<file path="src/tcw_pkg.sv">
`timescale 1ns / 1ps

package tcw_pkg;

	// Screen geometry
	localparam int COLUMNS = 80;
	localparam int ROWS    = 25;
	localparam int TOTAL   = COLUMNS * ROWS;
	localparam int ADDR_W  = $clog2(TOTAL);

	// Largest divisor seen by the remainder unit: a row length or a tab width
	localparam int TAB_MAX = 127;
	localparam int DIV_MAX = (COLUMNS > TAB_MAX) ? COLUMNS : TAB_MAX;
	localparam int DIV_W   = $clog2(DIV_MAX + 1);

	// Cursor must hold a row or tab advance past the last cell before scrolling
	localparam int CUR_W   = $clog2(TOTAL + DIV_MAX + 1);
	localparam int CNT_W   = $clog2(CUR_W + 1);

	// Stream and port widths
	localparam int IN_DATA_W  = 32;
	localparam int IN_USER_W  = 3;
	localparam int OUT_DATA_W = 32;
	localparam int CFG_IDX_W  = 2;
	localparam int CFG_DATA_W = 8;
	localparam int CELL_W     = 16;

	// Character codes
	localparam logic [7:0]  BLANK_CHAR = 8'h20;
	localparam logic [7:0]  BAD_CHAR   = 8'h3F;
	localparam logic [7:0]  RESET_ATTR = 8'h07;
	localparam logic [15:0] CH_LF      = 16'h000A;
	localparam logic [15:0] CH_CR      = 16'h000D;
	localparam logic [15:0] CH_TAB     = 16'h0009;

	// Operation codes
	localparam logic [2:0] FN_CON    = 3'd0;
	localparam logic [2:0] FN_RAW    = 3'd1;
	localparam logic [2:0] FN_CLEAR  = 3'd2;
	localparam logic [2:0] FN_SCROLL = 3'd3;
	localparam logic [2:0] FN_READ   = 3'd4;

	// Configuration register indexes
	localparam logic [CFG_IDX_W-1:0] CFG_TAB   = 2'd0;
	localparam logic [CFG_IDX_W-1:0] CFG_BLANK = 2'd1;
	localparam logic [CFG_IDX_W-1:0] CFG_RAW   = 2'd2;

	typedef enum logic [3:0] {
		ST_INIT,
		ST_IDLE,
		ST_EXEC,
		ST_RD,
		ST_REM,
		ST_CHECK,
		ST_SWEEP,
		ST_BLANK,
		ST_PUSH
	} state_t;

	// Source of a sweep write
	typedef enum logic [1:0] {
		WS_MEM,
		WS_BLANK,
		WS_RESET
	} wr_src_t;

	typedef struct packed {
		logic              we;
		logic [ADDR_W-1:0] waddr;
		logic [CELL_W-1:0] wdata;
	} ram_wr_t;

	typedef struct packed {
		logic             done;
		logic [DIV_W-1:0] rem;
	} rem_res_t;

endpackage

</file>
<file path="src/tcw_rem.sv">
`timescale 1ns / 1ps

module tcw_rem (
	input  logic                        clk,
	input  logic                        arst_n,
	input  logic                        start,
	input  logic [tcw_pkg::CUR_W-1:0]   dividend,
	input  logic [tcw_pkg::DIV_W-1:0]   divisor,
	output tcw_pkg::rem_res_t           res
);
	import tcw_pkg::*;

	logic             busy_q;
	logic             done_q;
	logic [CNT_W-1:0] cnt_q;
	logic [CUR_W-1:0] dvd_q;
	logic [DIV_W-1:0] div_q;
	logic [DIV_W-1:0] rem_q;
	logic [DIV_W:0]   trial;
	logic [DIV_W:0]   diff;
	logic             ge;

	// One restoring step: shift in the next dividend bit, subtract if it fits
	assign trial = {rem_q, dvd_q[CUR_W-1]};
	assign ge    = (trial >= {1'b0, div_q});
	assign diff  = trial - {1'b0, div_q};

	// Sequence the steps, one dividend bit a cycle
	always_ff @(posedge clk or negedge arst_n) begin
		if (!arst_n) begin
			busy_q <= 1'b0;
			done_q <= 1'b0;
			cnt_q  <= '0;
		end else if (start) begin
			busy_q <= 1'b1;
			done_q <= 1'b0;
			cnt_q  <= CNT_W'(CUR_W);
		end else if (busy_q) begin
			cnt_q <= cnt_q - 1'b1;
			if (cnt_q == CNT_W'(1)) begin
				busy_q <= 1'b0;
				done_q <= 1'b1;
			end
		end else begin
			done_q <= 1'b0;
		end
	end

	// Hold the operands and the partial remainder
	always_ff @(posedge clk) begin
		if (start) begin
			dvd_q <= dividend;
			div_q <= divisor;
			rem_q <= '0;
		end else if (busy_q) begin
			dvd_q <= {dvd_q[CUR_W-2:0], 1'b0};
			rem_q <= ge ? diff[DIV_W-1:0] : trial[DIV_W-1:0];
		end
	end

	assign res.done = done_q;
	assign res.rem  = rem_q;

endmodule

</file>
<file path="config.mk">
export PLATFORM = sky130hd
export DESIGN_NAME = tcw_rem
export DESIGN_NICKNAME = d
export VERILOG_FILES = /design/src/tcw_pkg.sv /design/src/tcw_rem.sv
export SDC_FILE = /design/constraint.sdc
export NUM_CORES = 1
export LEC_CHECK = 0
export ABC_CLOCK_PERIOD_IN_PS = 3650
export BUFFER_PORTS_ARGS = -buffer_cell sky130_fd_sc_hd__buf_2
export CORE_ASPECT_RATIO = 0.8
export CORE_MARGIN = 3
export CORE_UTILIZATION = 40
export CTS_CLUSTER_SIZE = 28
export DETAILED_ROUTE_END_ITERATION = 7
export GPL_ROUTABILITY_DRIVEN = 0
export PLACE_DENSITY = 0.72
export SETUP_SLACK_MARGIN = 0.2
export SLEW_MARGIN = 20
export SYNTH_ARGS = -nofsm -noshare
export SYNTH_HDL_FRONTEND = slang
export SYNTH_SLANG_ARGS = --single-unit
</file>
<file path="constraint.sdc">
create_clock -name clk -period 3.65 [get_ports clk]
set_input_delay 0.5475 -clock clk [delete_from_list [all_inputs] [get_ports clk]]
set_output_delay 0.5475 -clock clk [all_outputs]
set_load 0.03 [all_outputs]
</file>
==> out/qor.yml <==
postCtsResizedCells: 0
postLayoutCellArea_mm2: 0.00200
place_ws_ns: 1.64
nNetsFinal: 215
cp.arrival_ns: 2.21
coreArea_mm2: 0.00400
synth_cells: 154
antennaDiodeCount: 0
fin_setup_tns_ns: 0
grt_pass1_vias: 1089
antenna_found_initial: 0
synth_area_mm2: 0.00175
final_util: 0.501
startpoint: "dvd_q[11]"
async_reset_ff_frac: 0.188
drv_slew: 0
hold_buffers: 0
wl_per_cell_um: 13.0
p_leak_nw: 0.904
p_int_uw: 745
power.density_mw_per_mm2: 564
drt_first_iter_violations: 88
ir_drop_v: 0.000346
io_buffers: 29
endpoint: "rem_q[0]"
cp_max_fo: 10
endpoint_kind: "flip-flop"
die_h_um: 65.2
clock-root-buffer: "clkbuf_8"
die_w_um: 80.0
vias: 1216
period_share: 0.555
boundaryPins: 30
hold_viol: 0
grt_pass1_wl_um: 5220
synth_top_cell_by_area: "edfxtp_1"
reg2regPathDepth: 8
maxCapViolCount: 0
cp.required_ns: 3.84
switching_share: 0.342
drc: 0
synth.top_cell.area_share: 0.326
placed_area_mm2: 0.00192
seq_area_frac_synth: 0.492
synth_area_leaders: "edfxtp_1, dfrtp_1, dfxtp_1, mux2_2, ha_1"
rsz0062_at_grt: "false"
dr.pass1.iters: 4
area_delta_synth_final_pct: 14.5
setup_viol: 0
final_layout_size_suffix_gt1_frac: 0.293
clk_latency_ns: 0.28
relSlewSlack: 0.668
whs_ns: 0.0743
htreeDepth: 2
dp.final_hpwl_um: 2320
crit_type: "flip-flop to flip-flop"
power_frac_seq: 0.418
reg2reg_setup_slack_ns: 1.63
start_util: 0.437
ys.flop_type: "edfxtp_1"
min_path_type: "primary input to async pin"
final_common_cell: "buf_2"
synth.avg_cell_area_um2: 11.4
worst_pin_slew_ns: 0.497
dp.cells: 231
viasPerCell: 5.09
worst_setup_path_start_kind: "flip-flop"
postRouteAntennaNets: 0
cts_made_buffers: 5
clk_pin_slew_ns: 0.07
regToRegStartpoint: "dvd_q[11]"
syn-num-nets: 186
ys_seq_elements: 32
combPwrFrac: 0.360
r2r-end: "rem_q[0]"
yosys_warnings: 0
power_switching_uw: 387
synth-edff-count: 19
cts.path.max_buffers: 2
fill_cells: 367
die_area_mm2: 0.00521
grt_max_degree: 25
post-cts-setup-buffer-count: 0
period_needed_ns: 2.02
power.share.clock: 0.222
fp-row-count: 20
wirelength_um: 3110
layout_setup_ws_ns: 1.63
synth_cell_type_count: 47
fin_skew_ns: 0.0103
grt_overflow: 0
fmax_ghz: 0.494
mostFrequentLayoutCells: "buf_2, edfxtp_1, inv_1, mux2_2, and3_1"
p_total_mw: 1.13
cts_tree: "built"
instances_no_fill: 239
clock_sinks: 32
track_usage: 0.130
run_status: "finished, final reports clean"
synthesized netlist by cell type, types with 4 or more instances:
master,number
a31oi_1,4
and3_1,10
dfrtp_1,6
dfxtp_1,7
edfxtp_1,19
ha_1,9
inv_1,12
mux2_2,12
nand2_1,9
nand3_1,4
nor2_1,9
xnor2_1,5
flip-flops by register name, indices dropped and copies added (netlist names):
register / flops
busy_q: 1
cnt_q: 4
div_q: 7
done_q: 1
dvd_q: 12
rem_q: 7
worst max-delay path, stage by stage, from the launching register on:
cell and delay, ns:
edfxtp_1 0.38, inv_1 0.07, ha_1 0.16, inv_1 0.05, fa_1 0.41, nand3_2 0.11
a31o_1 0.38, nand3_1 0.14, a311oi_2 0.24
cell families (layout without fill, tap and decap cells):
group | Yosys count | in the layout | share of synthesized area
and+or+nand+nor | 46 | 46 | 0.144
xor gates and xnor gates | 5 | 5 | 0.0250
buffers and inverters | 20 | 50 | 0.0507
muxes | 12 | 12 | 0.0772
DFF | 32 | 32 | 0.492
AOI/OAI and AO/OA | 29 | 29 | 0.135
adders and majority gates | 10 | 10 | 0.0758
worst min path at each step:
stage	slack, ns	depth (start not counted)	start	to
6_report	0.07	1	arst_n	busy_q
5_1_grt	0.08	1	arst_n	cnt_q[3]
2_1_floorplan	0.25	0	arst_n	busy_q
4_1_cts	0.08	1	arst_n	done_q
3_5_place_dp	0.38	1	arst_n	cnt_q[3]
3_3_place_gp	0.38	1	arst_n	cnt_q[2]
metal layers:
metal	part of all wire	vias up	global-route usage
met4	0.0077	0	0.0316
met2	0.39	33	0.167
met3	0.068	5	0.0452
met1	0.53	549	0.204
li1	-	629	-
met5	0	-	0
final cells by class:
type	count	area, um^2	share of cell area
flip-flops and latches	32	861	0.429
multi-input cells	102	801	0.400
repair buffers	29	145	0.0724
clock buffers	7	76.3	0.0381
well taps	55	68.8	0.0343
inverters	13	48.8	0.0243
clock inverters	1	3.75	0.00187
power groups by stage:
stage / combinational, mW / sequential [mW] / clock [mW]
2_1_floorplan: 0.280 / 0.510 / 0
5_1_grt: 0.450 / 0.479 / 0.278
3_5_place_dp: 0.406 / 0.480 / 0
4_1_cts: 0.407 / 0.473 / 0.255
6_report: 0.407 / 0.473 / 0.251
3_3_place_gp: 0.402 / 0.481 / 0
Power figures use the tool's default switching activity.
